`config.mk`:
```
export PLATFORM = sky130hd
export DESIGN_NAME = s256_round
export DESIGN_NICKNAME = d
export VERILOG_FILES = /design/src/rtl/assert_macros.svh /design/src/rtl/s256_pkg.sv /design/src/rtl/s256_round.sv
export SDC_FILE = /design/constraint.sdc
export NUM_CORES = 1
export LEC_CHECK = 0
export ABC_AREA = 1
export BUFFER_PORTS_ARGS = -buffer_cell sky130_fd_sc_hd__buf_2
export CAP_MARGIN = 20
export CORE_AREA = 4 4 224 226
export DETAILED_ROUTE_END_ITERATION = 8
export DIE_AREA = 0 0 228 230
export GPL_TIMING_DRIVEN = 0
export PLACE_DENSITY = 0.54
export SETUP_SLACK_MARGIN = 0.4
export SLEW_MARGIN = 20
export SYNTH_ARGS = -nofsm -noshare
export SYNTH_HDL_FRONTEND = slang
export SYNTH_SLANG_ARGS = --single-unit
export TNS_END_PERCENT = 1
```
`constraint.sdc`:
```
create_clock -name vclk -period 7.65
set_input_delay 0.3825 -clock vclk [all_inputs]
set_output_delay 0.3825 -clock vclk [all_outputs]
set_load 0.01 [all_outputs]
```
`src/rtl/assert_macros.svh`:
```
// Assertion macros shared by the RTL files.
// Each macro takes a label, the clock, the active-low reset, a condition and a consequence.
`ifndef ASSERT_MACROS_SVH
`define ASSERT_MACROS_SVH

`ifndef SYNTHESIS

// The consequence must hold in the same cycle as the condition.
`define ASSERT_SAME(label, clk, rst_n, cond, cons) \
	label: assert property (@(posedge clk) disable iff (!(rst_n)) (cond) |-> (cons)) \
		else $error("assertion failed");

// The consequence must hold in the cycle after the condition.
`define ASSERT_NEXT(label, clk, rst_n, cond, cons) \
	label: assert property (@(posedge clk) disable iff (!(rst_n)) (cond) |=> (cons)) \
		else $error("assertion failed");

`else

`define ASSERT_SAME(label, clk, rst_n, cond, cons)
`define ASSERT_NEXT(label, clk, rst_n, cond, cons)

`endif

`endif

```
`src/rtl/s256_pkg.sv`:
```
`timescale 1ns / 1ps
`default_nettype none

package s256_pkg;

	localparam int unsigned Rounds = 64;
	localparam int unsigned RoundW = $clog2(Rounds);
	localparam int unsigned HashWords = 8;
	localparam int unsigned IndexW = $clog2(HashWords);

	typedef logic [31:0] word_t;
	typedef logic [RoundW-1:0] round_t;
	typedef logic [IndexW-1:0] index_t;
	// Element 0 is the least significant word (variable a of the working set).
	typedef logic [HashWords-1:0][31:0] hash_t;

	localparam round_t FirstRound = '0;
	localparam round_t LastRound = RoundW'(Rounds - 1);
	localparam index_t LastWord = IndexW'(HashWords - 1);

	localparam hash_t InitHash = {
		32'h5be0cd19, 32'h1f83d9ab, 32'h9b05688c, 32'h510e527f,
		32'ha54ff53a, 32'h3c6ef372, 32'hbb67ae85, 32'h6a09e667
	};

	localparam word_t RoundK [Rounds] = '{
		32'h428a2f98, 32'h71374491, 32'hb5c0fbcf, 32'he9b5dba5,
		32'h3956c25b, 32'h59f111f1, 32'h923f82a4, 32'hab1c5ed5,
		32'hd807aa98, 32'h12835b01, 32'h243185be, 32'h550c7dc3,
		32'h72be5d74, 32'h80deb1fe, 32'h9bdc06a7, 32'hc19bf174,
		32'he49b69c1, 32'hefbe4786, 32'h0fc19dc6, 32'h240ca1cc,
		32'h2de92c6f, 32'h4a7484aa, 32'h5cb0a9dc, 32'h76f988da,
		32'h983e5152, 32'ha831c66d, 32'hb00327c8, 32'hbf597fc7,
		32'hc6e00bf3, 32'hd5a79147, 32'h06ca6351, 32'h14292967,
		32'h27b70a85, 32'h2e1b2138, 32'h4d2c6dfc, 32'h53380d13,
		32'h650a7354, 32'h766a0abb, 32'h81c2c92e, 32'h92722c85,
		32'ha2bfe8a1, 32'ha81a664b, 32'hc24b8b70, 32'hc76c51a3,
		32'hd192e819, 32'hd6990624, 32'hf40e3585, 32'h106aa070,
		32'h19a4c116, 32'h1e376c08, 32'h2748774c, 32'h34b0bcb5,
		32'h391c0cb3, 32'h4ed8aa4a, 32'h5b9cca4f, 32'h682e6ff3,
		32'h748f82ee, 32'h78a5636f, 32'h84c87814, 32'h8cc70208,
		32'h90befffa, 32'ha4506ceb, 32'hbef9a3f7, 32'hc67178f2
	};

	// Status of the digest output buffer.
	typedef struct packed {
		logic busy;
	} dig_status_t;

endpackage

`default_nettype wire

```
`src/rtl/s256_round.sv`:
```
`timescale 1ns / 1ps
`default_nettype none

// One SHA-256 compression round on the working variables a..h.
module s256_round
	import s256_pkg::*;
(
	input  hash_t vars,
	input  word_t k,
	input  word_t w,
	output hash_t vars_next
);

	function automatic word_t rotr(input word_t x, input int unsigned n);
		rotr = (x >> n) | (x << (32 - n));
	endfunction

	word_t sum1;
	word_t sum0;
	word_t ch;
	word_t maj;
	word_t t1;
	word_t t2;

	always_comb begin
		sum1 = rotr(vars[4], 6) ^ rotr(vars[4], 11) ^ rotr(vars[4], 25);
		sum0 = rotr(vars[0], 2) ^ rotr(vars[0], 13) ^ rotr(vars[0], 22);
		ch = (vars[4] & vars[5]) ^ (~vars[4] & vars[6]);
		maj = (vars[0] & vars[1]) ^ (vars[0] & vars[2]) ^ (vars[1] & vars[2]);
		t1 = vars[7] + sum1 + ch + k + w;
		t2 = sum0 + maj;

		vars_next[7] = vars[6];
		vars_next[6] = vars[5];
		vars_next[5] = vars[4];
		vars_next[4] = vars[3] + t1;
		vars_next[3] = vars[2];
		vars_next[2] = vars[1];
		vars_next[1] = vars[0];
		vars_next[0] = t1 + t2;
	end

endmodule

`default_nettype wire

```
==> flow_results.xml, run 1 <==
<?xml version="1.0" encoding="UTF-8"?>
<metrics>
  <group name="yosys">
    <metric name="syn-mean-instance-area" unit="um2">6.816</metric>
    <metric name="synth-adder-area-share" unit="">0.3100</metric>
    <metric name="post_synthesis_net_count" unit="">2368</metric>
    <metric name="mappedNetlistArea" unit="um2">12470</metric>
    <metric name="syn_inst" unit="">1830</metric>
    <metric name="synth.yosys.seq_area_share" unit="">0</metric>
    <metric name="synthSimpleGateAreaFrac" unit="">0.1787</metric>
    <metric name="synth_top_family_by_area" unit="">adder cells</metric>
    <metric name="synth-xor-area-share" unit="">0.1454</metric>
    <metric name="synth_compound_gate_area_share" unit="">0.1071</metric>
    <metric name="synth_cell_type_count" unit="">46</metric>
    <metric name="yosysWarnings" unit="">0</metric>
    <metric name="post_synth_mux_area_share" unit="">0.01966</metric>
  </group>
  <group name="die">
    <metric name="dieWidth" unit="um">228</metric>
    <metric name="initial_utilization" unit="">0.2580</metric>
    <metric name="die_h" unit="um">230</metric>
    <metric name="fp.dieArea" unit="um2">52440</metric>
    <metric name="pin_count" unit="">576</metric>
    <metric name="core_region_area" unit="um2">48340</metric>
    <metric name="num_rows" unit="">81</metric>
  </group>
  <group name="timing">
    <metric name="layout_worst_path_cycle_share" unit="">0.9208</metric>
    <metric name="slew_viol_final" unit="">0</metric>
    <metric name="setup_viol" unit="">0</metric>
    <metric name="tightestPinTransition" unit="ns">0.8184</metric>
    <metric name="fmax" unit="MHz">142.0</metric>
    <metric name="rsz_0062_raised_after_global_routing" unit="">true</metric>
    <metric name="finalHoldViolations" unit="">0</metric>
    <metric name="clock_period_minus_worst_slack" unit="ns">7.044</metric>
    <metric name="slew_headroom" unit="">0.4526</metric>
    <metric name="timing.setup.tns" unit="ns">0</metric>
  </group>
  <group name="flow_run">
    <metric name="drv_cap" unit="">0</metric>
  </group>
  <group name="critical_path">
    <metric name="timing.critical_path.fanout_max" unit="">6</metric>
    <metric name="worst_path_largest_cell_delay" unit="ns">0.57</metric>
    <metric name="setup.worst_path.start_class" unit="">input port</metric>
    <metric name="worstSetupPathType" unit="">input port to output pin</metric>
    <metric name="critical_path_rt" unit="ns">7.27</metric>
    <metric name="critical_path.cell_chain" unit="">clkbuf_1 -&gt; xnor2_1 -&gt; xor2_1 -&gt; fa_1 -&gt; inv_1 -&gt; fa_1 -&gt; inv_1 -&gt; ha_1 -&gt; a21oi_2 -&gt; nand2_2 -&gt; a21boi_2 -&gt; o21ai_2 -&gt; nand2_1 -&gt; nand2_2 -&gt; xor2_1 -&gt; fa_1 -&gt; ha_1 -&gt; nand2_1 -&gt; nor4_2 -&gt; a21oi_1 -&gt; o21bai_1 -&gt; xor2_1 -&gt; buf_2</metric>
    <metric name="crit_path_top_delay_cell" unit="">sky130_fd_sc_hd__xor2_1</metric>
    <metric name="crit_end_element" unit="">output pin</metric>
    <metric name="timing.critical_path.arrival" unit="ns">6.66</metric>
  </group>
  <group name="route">
    <metric name="drt-vias-per-instance" unit="">4.375</metric>
    <metric name="drcViolationCount" unit="">0</metric>
    <metric name="dr.first_iter.drc_count" unit="">597</metric>
    <metric name="drt-pass1-iter-count" unit="">7</metric>
    <metric name="number_of_antenna_violating_nets_in_the_routed_design" unit="">0</metric>
    <metric name="post_drt_wl_per_cell" unit="um">18.37</metric>
    <metric name="drt_wl_total" unit="um">55210</metric>
    <metric name="dr_total_vias" unit="">13150</metric>
  </group>
  <group name="status">
    <metric name="outcome" unit="">complete, no violations</metric>
  </group>
  <group name="global_route">
    <metric name="first_global_vias" unit="">13390</metric>
    <metric name="grt_antenna_before_repair" unit="">6</metric>
    <metric name="grt_first_pass_wirelength" unit="um">80490</metric>
    <metric name="global_route.overflow_total" unit="">0</metric>
    <metric name="gr-usage-all-layers" unit="">0.1977</metric>
    <metric name="grt_start_max_net_pins" unit="">7</metric>
  </group>
  <group name="finish">
    <metric name="sequential_cell_total" unit="">0</metric>
    <metric name="seq_area" unit="um2">0</metric>
    <metric name="syn_to_final_growth" unit="%">28.74</metric>
    <metric name="final_net_count" unit="">2921</metric>
    <metric name="fillCellCount" unit="">5364</metric>
    <metric name="layout_common_cells" unit="">sky130_fd_sc_hd__buf_2 (551), sky130_fd_sc_hd__inv_1 (382), sky130_fd_sc_hd__nand2_1 (316), sky130_fd_sc_hd__buf_4 (193), sky130_fd_sc_hd__fa_1 (125)</metric>
    <metric name="fin_cells" unit="">3005</metric>
    <metric name="final_util" unit="">0.3322</metric>
    <metric name="final_layout_size_suffix_gt1_frac" unit="">0.3297</metric>
    <metric name="layout_commonest_cell" unit="">sky130_fd_sc_hd__buf_2</metric>
    <metric name="clock_buffer_count" unit="">0</metric>
  </group>
  <group name="place">
    <metric name="place.detailed.hpwl" unit="um">51470</metric>
    <metric name="gpl.final_weighted_congestion" unit="">0.9401</metric>
    <metric name="port-buffer-count" unit="">551</metric>
    <metric name="place_inst" unit="">3003</metric>
  </group>
  <group name="worst_hold_path">
    <metric name="worstHoldPathType" unit="">input port to output pin</metric>
  </group>
  <group name="clocking">
    <metric name="post_cts.repair.setup_buffers" unit="">0</metric>
  </group>
</metrics>
cells by family (layout without fill, tap and decap cells):
group / after synthesis / after routing
buffers and inverters: 600 / 1151
XOR/XNOR: 207 / 207
AND/OR/NAND/NOR: 534 / 534
other: 0 / 2
adder cells (fa/ha/maj): 238 / 238
AO/OA/AOI/OAI: 227 / 227
multiplexers: 24 / 24
worst paths after layout:
kind,slack (ns),cells past startpoint,end,start
min,0.95,2,vars_next[181],vars[149]
max,0.61,23,vars_next[17],vars[142]
per-layer routing:
metal  up-vias  routed length (um)  track usage
met5         -                  10            0
met4         2                 665      0.01837
met3        31                2863      0.02267
met2       402               25920       0.3414
met1      6176               25750       0.2760
li1       6535                   -            -
cell usage after synthesis (all sizes together) (2+ instances only):
master	instances	area [um2]
inv	383	1438
nand2	324	1236
buf	194	1460
fa	125	2502
a21oi	119	603.1
xor2	111	972.2
nor2	102	385.4
xnor2	96	840.8
ha	93	1164
nand3	71	360.3
o21ai	49	267.8
clkbuf	23	86.33
o21bai	22	165.2
maj3	20	200.2
mux2i	20	200.2
a21o	15	112.6
nor3	15	85.08
nand4	13	81.33
a21boi	5	45.04
mux2	4	45.04
o21a	4	30.03
a31oi	3	18.77
nor4	3	31.28
o221ai	3	26.28
a31o	2	17.52
and2	2	12.51
o211ai	2	15.01
what timing repair did:
action	in CTS	in global routing
endpoints found under the setup margin	1	15
gates resized for setup	1	8
hold buffers	0	0
pin swaps	0	1
critical path, delay by kind of cell:
kind	cells	cell delay [ns]
AO/OA/AOI/OAI	5	1.05
XOR/XNOR	4	1.49
adder cells (fa/ha/maj)	5	2.09
buffers and inverters	4	0.77
AND/OR/NAND/NOR	5	0.87
stage by stage:
stage | area, um2 | hold WS [ns] | worst slack [ns]
5_1_grt | 16060 | 0.9553 | 0.3801
4_1_cts | 16020 | 0.9508 | 0.4328
3_5_place_dp | 16010 | 0.9508 | 0.4003
6_report | 16060 | 0.9492 | 0.6061
3_3_place_gp | 16010 | 0.9520 | 0.3632
2_1_floorplan | 12470 | 0.8568 | 1.999
area by class of cell:
type	instances	area, um2	share of cell area
multi-input cells	1230	9532	0.5936
repair buffers	551	2758	0.1717
plain buffers	217	1548	0.09638
inverters	383	1438	0.08953
well taps	622	778.2	0.04846
diodes	2	5.005	0.0003117
Power of run 1 is left out: the tool's default activity adds up to more than one toggle a clock period on the data nets, which glitch-free logic cannot reach.
==> inputs of run 2 (changes only) <==
Settings changed: BUFFER_PORTS_ARGS -buffer_cell sky130_fd_sc_hd__buf_2 to -buffer_cell sky130_fd_sc_hd__buf_4.
==> flow_results.xml, run 2 (synthesis results as in run 1) <==
<?xml version="1.0" encoding="UTF-8"?>
<metrics>
  <group name="critical_path">
    <metric name="worstSetupPathType" unit="">input port to output pin</metric>
    <metric name="crit_path_top_delay_cell" unit="">sky130_fd_sc_hd__xor2_1</metric>
    <metric name="worst_path_largest_cell_delay" unit="ns">0.61</metric>
    <metric name="timing.critical_path.fanout_max" unit="">6</metric>
    <metric name="timing.critical_path.arrival" unit="ns">6.61</metric>
    <metric name="critical_path_rt" unit="ns">7.27</metric>
    <metric name="crit_end_element" unit="">output pin</metric>
    <metric name="cp_num_buf_inv" unit="">4</metric>
    <metric name="timing.critical_path.max_delay_family" unit="">adder cells</metric>
    <metric name="setup.worst_path.start_class" unit="">input port</metric>
    <metric name="critical_path.cell_chain" unit="">clkbuf_1 -&gt; xnor2_1 -&gt; xor2_1 -&gt; fa_1 -&gt; inv_1 -&gt; fa_1 -&gt; inv_1 -&gt; ha_1 -&gt; a21oi_2 -&gt; nand2_2 -&gt; a21boi_2 -&gt; o21ai_2 -&gt; xor2_1 -&gt; fa_1 -&gt; ha_1 -&gt; nand2_1 -&gt; nor4_2 -&gt; a21oi_1 -&gt; o21bai_1 -&gt; xor2_1 -&gt; buf_4</metric>
  </group>
  <group name="timing">
    <metric name="postLayoutSetupSlackWorst" unit="ns">0.6602</metric>
    <metric name="slew_viol_final" unit="">0</metric>
    <metric name="setup_viol" unit="">0</metric>
    <metric name="rsz_0062_raised_after_global_routing" unit="">true</metric>
    <metric name="finalHoldViolations" unit="">0</metric>
    <metric name="clock_period_minus_worst_slack" unit="ns">6.990</metric>
    <metric name="layout_worst_path_cycle_share" unit="">0.9137</metric>
    <metric name="fmax" unit="MHz">143.1</metric>
    <metric name="slew_headroom" unit="">0.4732</metric>
    <metric name="timing.setup.tns" unit="ns">0</metric>
    <metric name="tightestPinTransition" unit="ns">0.7875</metric>
  </group>
  <group name="place">
    <metric name="place_inst" unit="">3003</metric>
    <metric name="pre_cts_slack" unit="ns">0.5121</metric>
    <metric name="port-buffer-count" unit="">551</metric>
    <metric name="gpl.final_weighted_congestion" unit="">0.9832</metric>
    <metric name="place.detailed.hpwl" unit="um">52570</metric>
  </group>
  <group name="route">
    <metric name="drcViolationCount" unit="">0</metric>
    <metric name="drt-pass1-iter-count" unit="">5</metric>
    <metric name="number_of_antenna_violating_nets_in_the_routed_design" unit="">0</metric>
    <metric name="drt_wl_total" unit="um">56340</metric>
    <metric name="dr.first_iter.drc_count" unit="">736</metric>
    <metric name="drt-vias-per-instance" unit="">4.360</metric>
    <metric name="post_drt_wl_per_cell" unit="um">18.75</metric>
    <metric name="dr_total_vias" unit="">13100</metric>
  </group>
  <group name="die">
    <metric name="die_h" unit="um">230</metric>
    <metric name="pin_count" unit="">576</metric>
    <metric name="dieWidth" unit="um">228</metric>
    <metric name="core_region_area" unit="um2">48340</metric>
    <metric name="num_rows" unit="">81</metric>
    <metric name="fp.dieArea" unit="um2">52440</metric>
    <metric name="initial_utilization" unit="">0.2580</metric>
  </group>
  <group name="finish">
    <metric name="final_layout_size_suffix_gt1_frac" unit="">0.3297</metric>
    <metric name="seq_area" unit="um2">0</metric>
    <metric name="sequential_cell_total" unit="">0</metric>
    <metric name="final_net_count" unit="">2921</metric>
    <metric name="syn_to_final_growth" unit="%">39.76</metric>
    <metric name="clock_buffer_count" unit="">0</metric>
    <metric name="fin_cells" unit="">3004</metric>
    <metric name="layout_commonest_cell" unit="">sky130_fd_sc_hd__buf_4</metric>
    <metric name="final_util" unit="">0.3606</metric>
    <metric name="layout_common_cells" unit="">sky130_fd_sc_hd__buf_4 (744), sky130_fd_sc_hd__inv_1 (382), sky130_fd_sc_hd__nand2_1 (316), sky130_fd_sc_hd__fa_1 (125), sky130_fd_sc_hd__a21oi_1 (117)</metric>
  </group>
  <group name="global_route">
    <metric name="grt_first_pass_wirelength" unit="um">82760</metric>
    <metric name="grt_start_max_net_pins" unit="">7</metric>
    <metric name="gr-usage-all-layers" unit="">0.2037</metric>
    <metric name="global_route.overflow_total" unit="">0</metric>
    <metric name="grt_antenna_before_repair" unit="">1</metric>
    <metric name="first_global_vias" unit="">13600</metric>
  </group>
  <group name="flow_run">
    <metric name="drv_cap" unit="">0</metric>
  </group>
  <group name="clocking">
    <metric name="post_cts.resized_instances" unit="">0</metric>
    <metric name="postCtsHoldBufs" unit="">0</metric>
    <metric name="post_cts.repair.setup_buffers" unit="">0</metric>
  </group>
  <group name="status">
    <metric name="outcome" unit="">complete, no violations</metric>
  </group>
  <group name="worst_hold_path">
    <metric name="worstHoldPathType" unit="">input port to output pin</metric>
  </group>
</metrics>
run 2: changes by cell type in the layout (fill, tap and decap cells not counted), sizes merged:
cell and change:
diode -1
run 2: cell type report:
type                            count  area, um2
Tap cell                          622      778.2
Fill cell                        5227      30910
Multi-Input combinational cell   1230       9532
Inverter                          383       1438
Antenna cell                        1      2.502
Timing Repair Buffer              551       4136
Buffer                            217       1546
run 2: metrics by stage:
step | instance area, um2 | hold WS [ns]
after floorplan | 12470 | 0.8568
after detailed placement | 17390 | 0.9427
after global routing | 17430 | 0.9468
after global placement | 17390 | 0.9436
final | 17430 | 0.9434
after CTS | 17390 | 0.9444
run 2: worst paths after layout:
kind / startpoint / endpoint / slack (ns) / depth (start not counted)
worst max-delay path: vars[136] / vars_next[17] / 0.66 / 21
worst min-delay path: vars[31] / vars_next[63] / 0.94 / 2
run 2: per-layer routing:
metal	track usage	wire, um	part of all wire
met1	0.2832	25810	0.46
met2	0.3480	26560	0.47
met3	0.02478	3057	0.054
met4	0.02717	915	0.016
met5	0	0	0
Power of run 2 is left out for the same reason.
==> inputs of run 3 (changes only) <==
Settings changed: CORE_AREA 4 4 224 226 to 4 4 223 225, DIE_AREA 0 0 228 230 to 0 0 227 229, PLACE_DENSITY 0.54 to 0.55.
==> flow_results.xml, run 3 (synthesis results as in run 1) <==
<?xml version="1.0" encoding="UTF-8"?>
<metrics>
  <group name="route">
    <metric name="drt-met1-wl" unit="um">25690</metric>
    <metric name="post_drt_wl_per_cell" unit="um">18.83</metric>
    <metric name="drt_wl_total" unit="um">56470</metric>
    <metric name="drt-vias-per-instance" unit="">4.418</metric>
    <metric name="dr_total_vias" unit="">13250</metric>
    <metric name="highest_layer" unit="">met4</metric>
    <metric name="drcViolationCount" unit="">0</metric>
    <metric name="dr.first_iter.drc_count" unit="">838</metric>
    <metric name="route.met2.wl" unit="um">26470</metric>
    <metric name="drt-pass1-iter-count" unit="">5</metric>
    <metric name="number_of_antenna_violating_nets_in_the_routed_design" unit="">0</metric>
    <metric name="detailroute.wirelength.met3" unit="um">3739</metric>
  </group>
  <group name="global_route">
    <metric name="grt_antenna_before_repair" unit="">2</metric>
    <metric name="grt_first_pass_wirelength" unit="um">81340</metric>
    <metric name="first_global_vias" unit="">13260</metric>
    <metric name="grt_start_max_net_pins" unit="">7</metric>
    <metric name="global_route.overflow_total" unit="">0</metric>
    <metric name="gr-usage-all-layers" unit="">0.2056</metric>
  </group>
  <group name="finish">
    <metric name="multi_input_area" unit="um2">9549</metric>
    <metric name="final_layout_size_suffix_gt1_frac" unit="">0.3312</metric>
    <metric name="layout_commonest_cell" unit="">sky130_fd_sc_hd__buf_4</metric>
    <metric name="seq_area" unit="um2">0</metric>
    <metric name="sequential_cell_total" unit="">0</metric>
    <metric name="layout.cell_area.non_filler" unit="um2">17450</metric>
    <metric name="syn_to_final_growth" unit="%">39.92</metric>
    <metric name="fillCellCount" unit="">5136</metric>
    <metric name="clock_buffer_count" unit="">0</metric>
    <metric name="layout_common_cells" unit="">sky130_fd_sc_hd__buf_4 (745), sky130_fd_sc_hd__inv_1 (382), sky130_fd_sc_hd__nand2_1 (316), sky130_fd_sc_hd__fa_1 (125), sky130_fd_sc_hd__a21oi_1 (117)</metric>
    <metric name="final_net_count" unit="">2922</metric>
  </group>
  <group name="timing">
    <metric name="rsz_0062_raised_after_global_routing" unit="">true</metric>
    <metric name="final.hold.worst_slack" unit="ns">0.9425</metric>
    <metric name="fmax" unit="MHz">142.9</metric>
    <metric name="clock_period_minus_worst_slack" unit="ns">6.997</metric>
    <metric name="finalHoldViolations" unit="">0</metric>
    <metric name="slew_headroom" unit="">0.4803</metric>
    <metric name="setup_viol" unit="">0</metric>
    <metric name="tightestPinTransition" unit="ns">0.7740</metric>
    <metric name="postLayoutSetupSlackWorst" unit="ns">0.6532</metric>
    <metric name="timing.setup.tns" unit="ns">0</metric>
    <metric name="slew_viol_final" unit="">0</metric>
    <metric name="layout_worst_path_cycle_share" unit="">0.9146</metric>
  </group>
  <group name="status">
    <metric name="outcome" unit="">complete, no violations</metric>
  </group>
  <group name="die">
    <metric name="num_rows" unit="">80</metric>
    <metric name="core_region_area" unit="um2">47550</metric>
    <metric name="fp.dieArea" unit="um2">51980</metric>
    <metric name="pin_count" unit="">576</metric>
    <metric name="dieWidth" unit="um">227</metric>
    <metric name="initial_utilization" unit="">0.2623</metric>
    <metric name="die_h" unit="um">229</metric>
  </group>
  <group name="critical_path">
    <metric name="timing.critical_path.fanout_max" unit="">4</metric>
    <metric name="cp_num_buf_inv" unit="">7</metric>
    <metric name="timing.critical_path.arrival" unit="ns">6.61</metric>
    <metric name="critical_path_rt" unit="ns">7.27</metric>
    <metric name="timing.critical_path.max_delay_family" unit="">adder cells</metric>
    <metric name="worst_path_largest_cell_delay" unit="ns">0.54</metric>
    <metric name="worstSetupPathType" unit="">input port to output pin</metric>
    <metric name="setup.worst_path.start_class" unit="">input port</metric>
    <metric name="crit_path_top_delay_cell" unit="">sky130_fd_sc_hd__fa_1</metric>
    <metric name="worst_path_most_repeated_cell" unit="">sky130_fd_sc_hd__inv_1</metric>
    <metric name="crit_end_element" unit="">output pin</metric>
  </group>
  <group name="worst_hold_path">
    <metric name="worstHoldPathType" unit="">input port to output pin</metric>
  </group>
  <group name="place">
    <metric name="placed_cell_area" unit="um2">17380</metric>
    <metric name="gpl.final_weighted_congestion" unit="">0.9626</metric>
    <metric name="pre_cts_slack" unit="ns">0.4317</metric>
    <metric name="place.detailed.hpwl" unit="um">52400</metric>
    <metric name="port-buffer-count" unit="">551</metric>
  </group>
  <group name="flow_run">
    <metric name="drv_cap" unit="">0</metric>
  </group>
  <group name="clocking">
    <metric name="postCtsHoldBufs" unit="">0</metric>
  </group>
</metrics>
-- run 3: worst paths after layout --
kind	from	depth (start not counted)	slack [ns]	to
max	vars[136]	27	0.65	vars_next[27]
min	vars[134]	2	0.94	vars_next[166]
-- run 3: final cells by class --
| cell class | instances | share of cell area |
|---|---|---|
| Timing Repair Buffer | 552 | 0.2374 |
| Antenna cell | 2 | 0.0002868 |
| Multi-Input combinational cell | 1230 | 0.5471 |
| Tap cell | 615 | 0.04409 |
| Inverter | 383 | 0.08237 |
| Buffer | 217 | 0.08868 |
-- run 3: stage by stage --
step | utilization | instances
finish | 0.3671 | 2999
global route | 0.3670 | 2998
CTS | 0.3655 | 2996
detailed placement | 0.3655 | 2996
global placement | 0.3655 | 2996
floorplan | - | 1830
-- run 3: per-layer routing --
layer	up-vias	track usage
met5	-	0
met4	0	0.01589
met3	23	0.02459
met2	456	0.3470
met1	6237	0.2944
li1	6533	-
-- run 3: timing repair --
| item | CTS | global route |
|---|---|---|
| endpoints found under the hold margin | 0 | 0 |
| setup endpoints to repair | 0 | 15 |
| buffers inserted | 0 | 1 |
| resized for setup | 0 | 10 |
Power of run 3 is left out for the same reason.
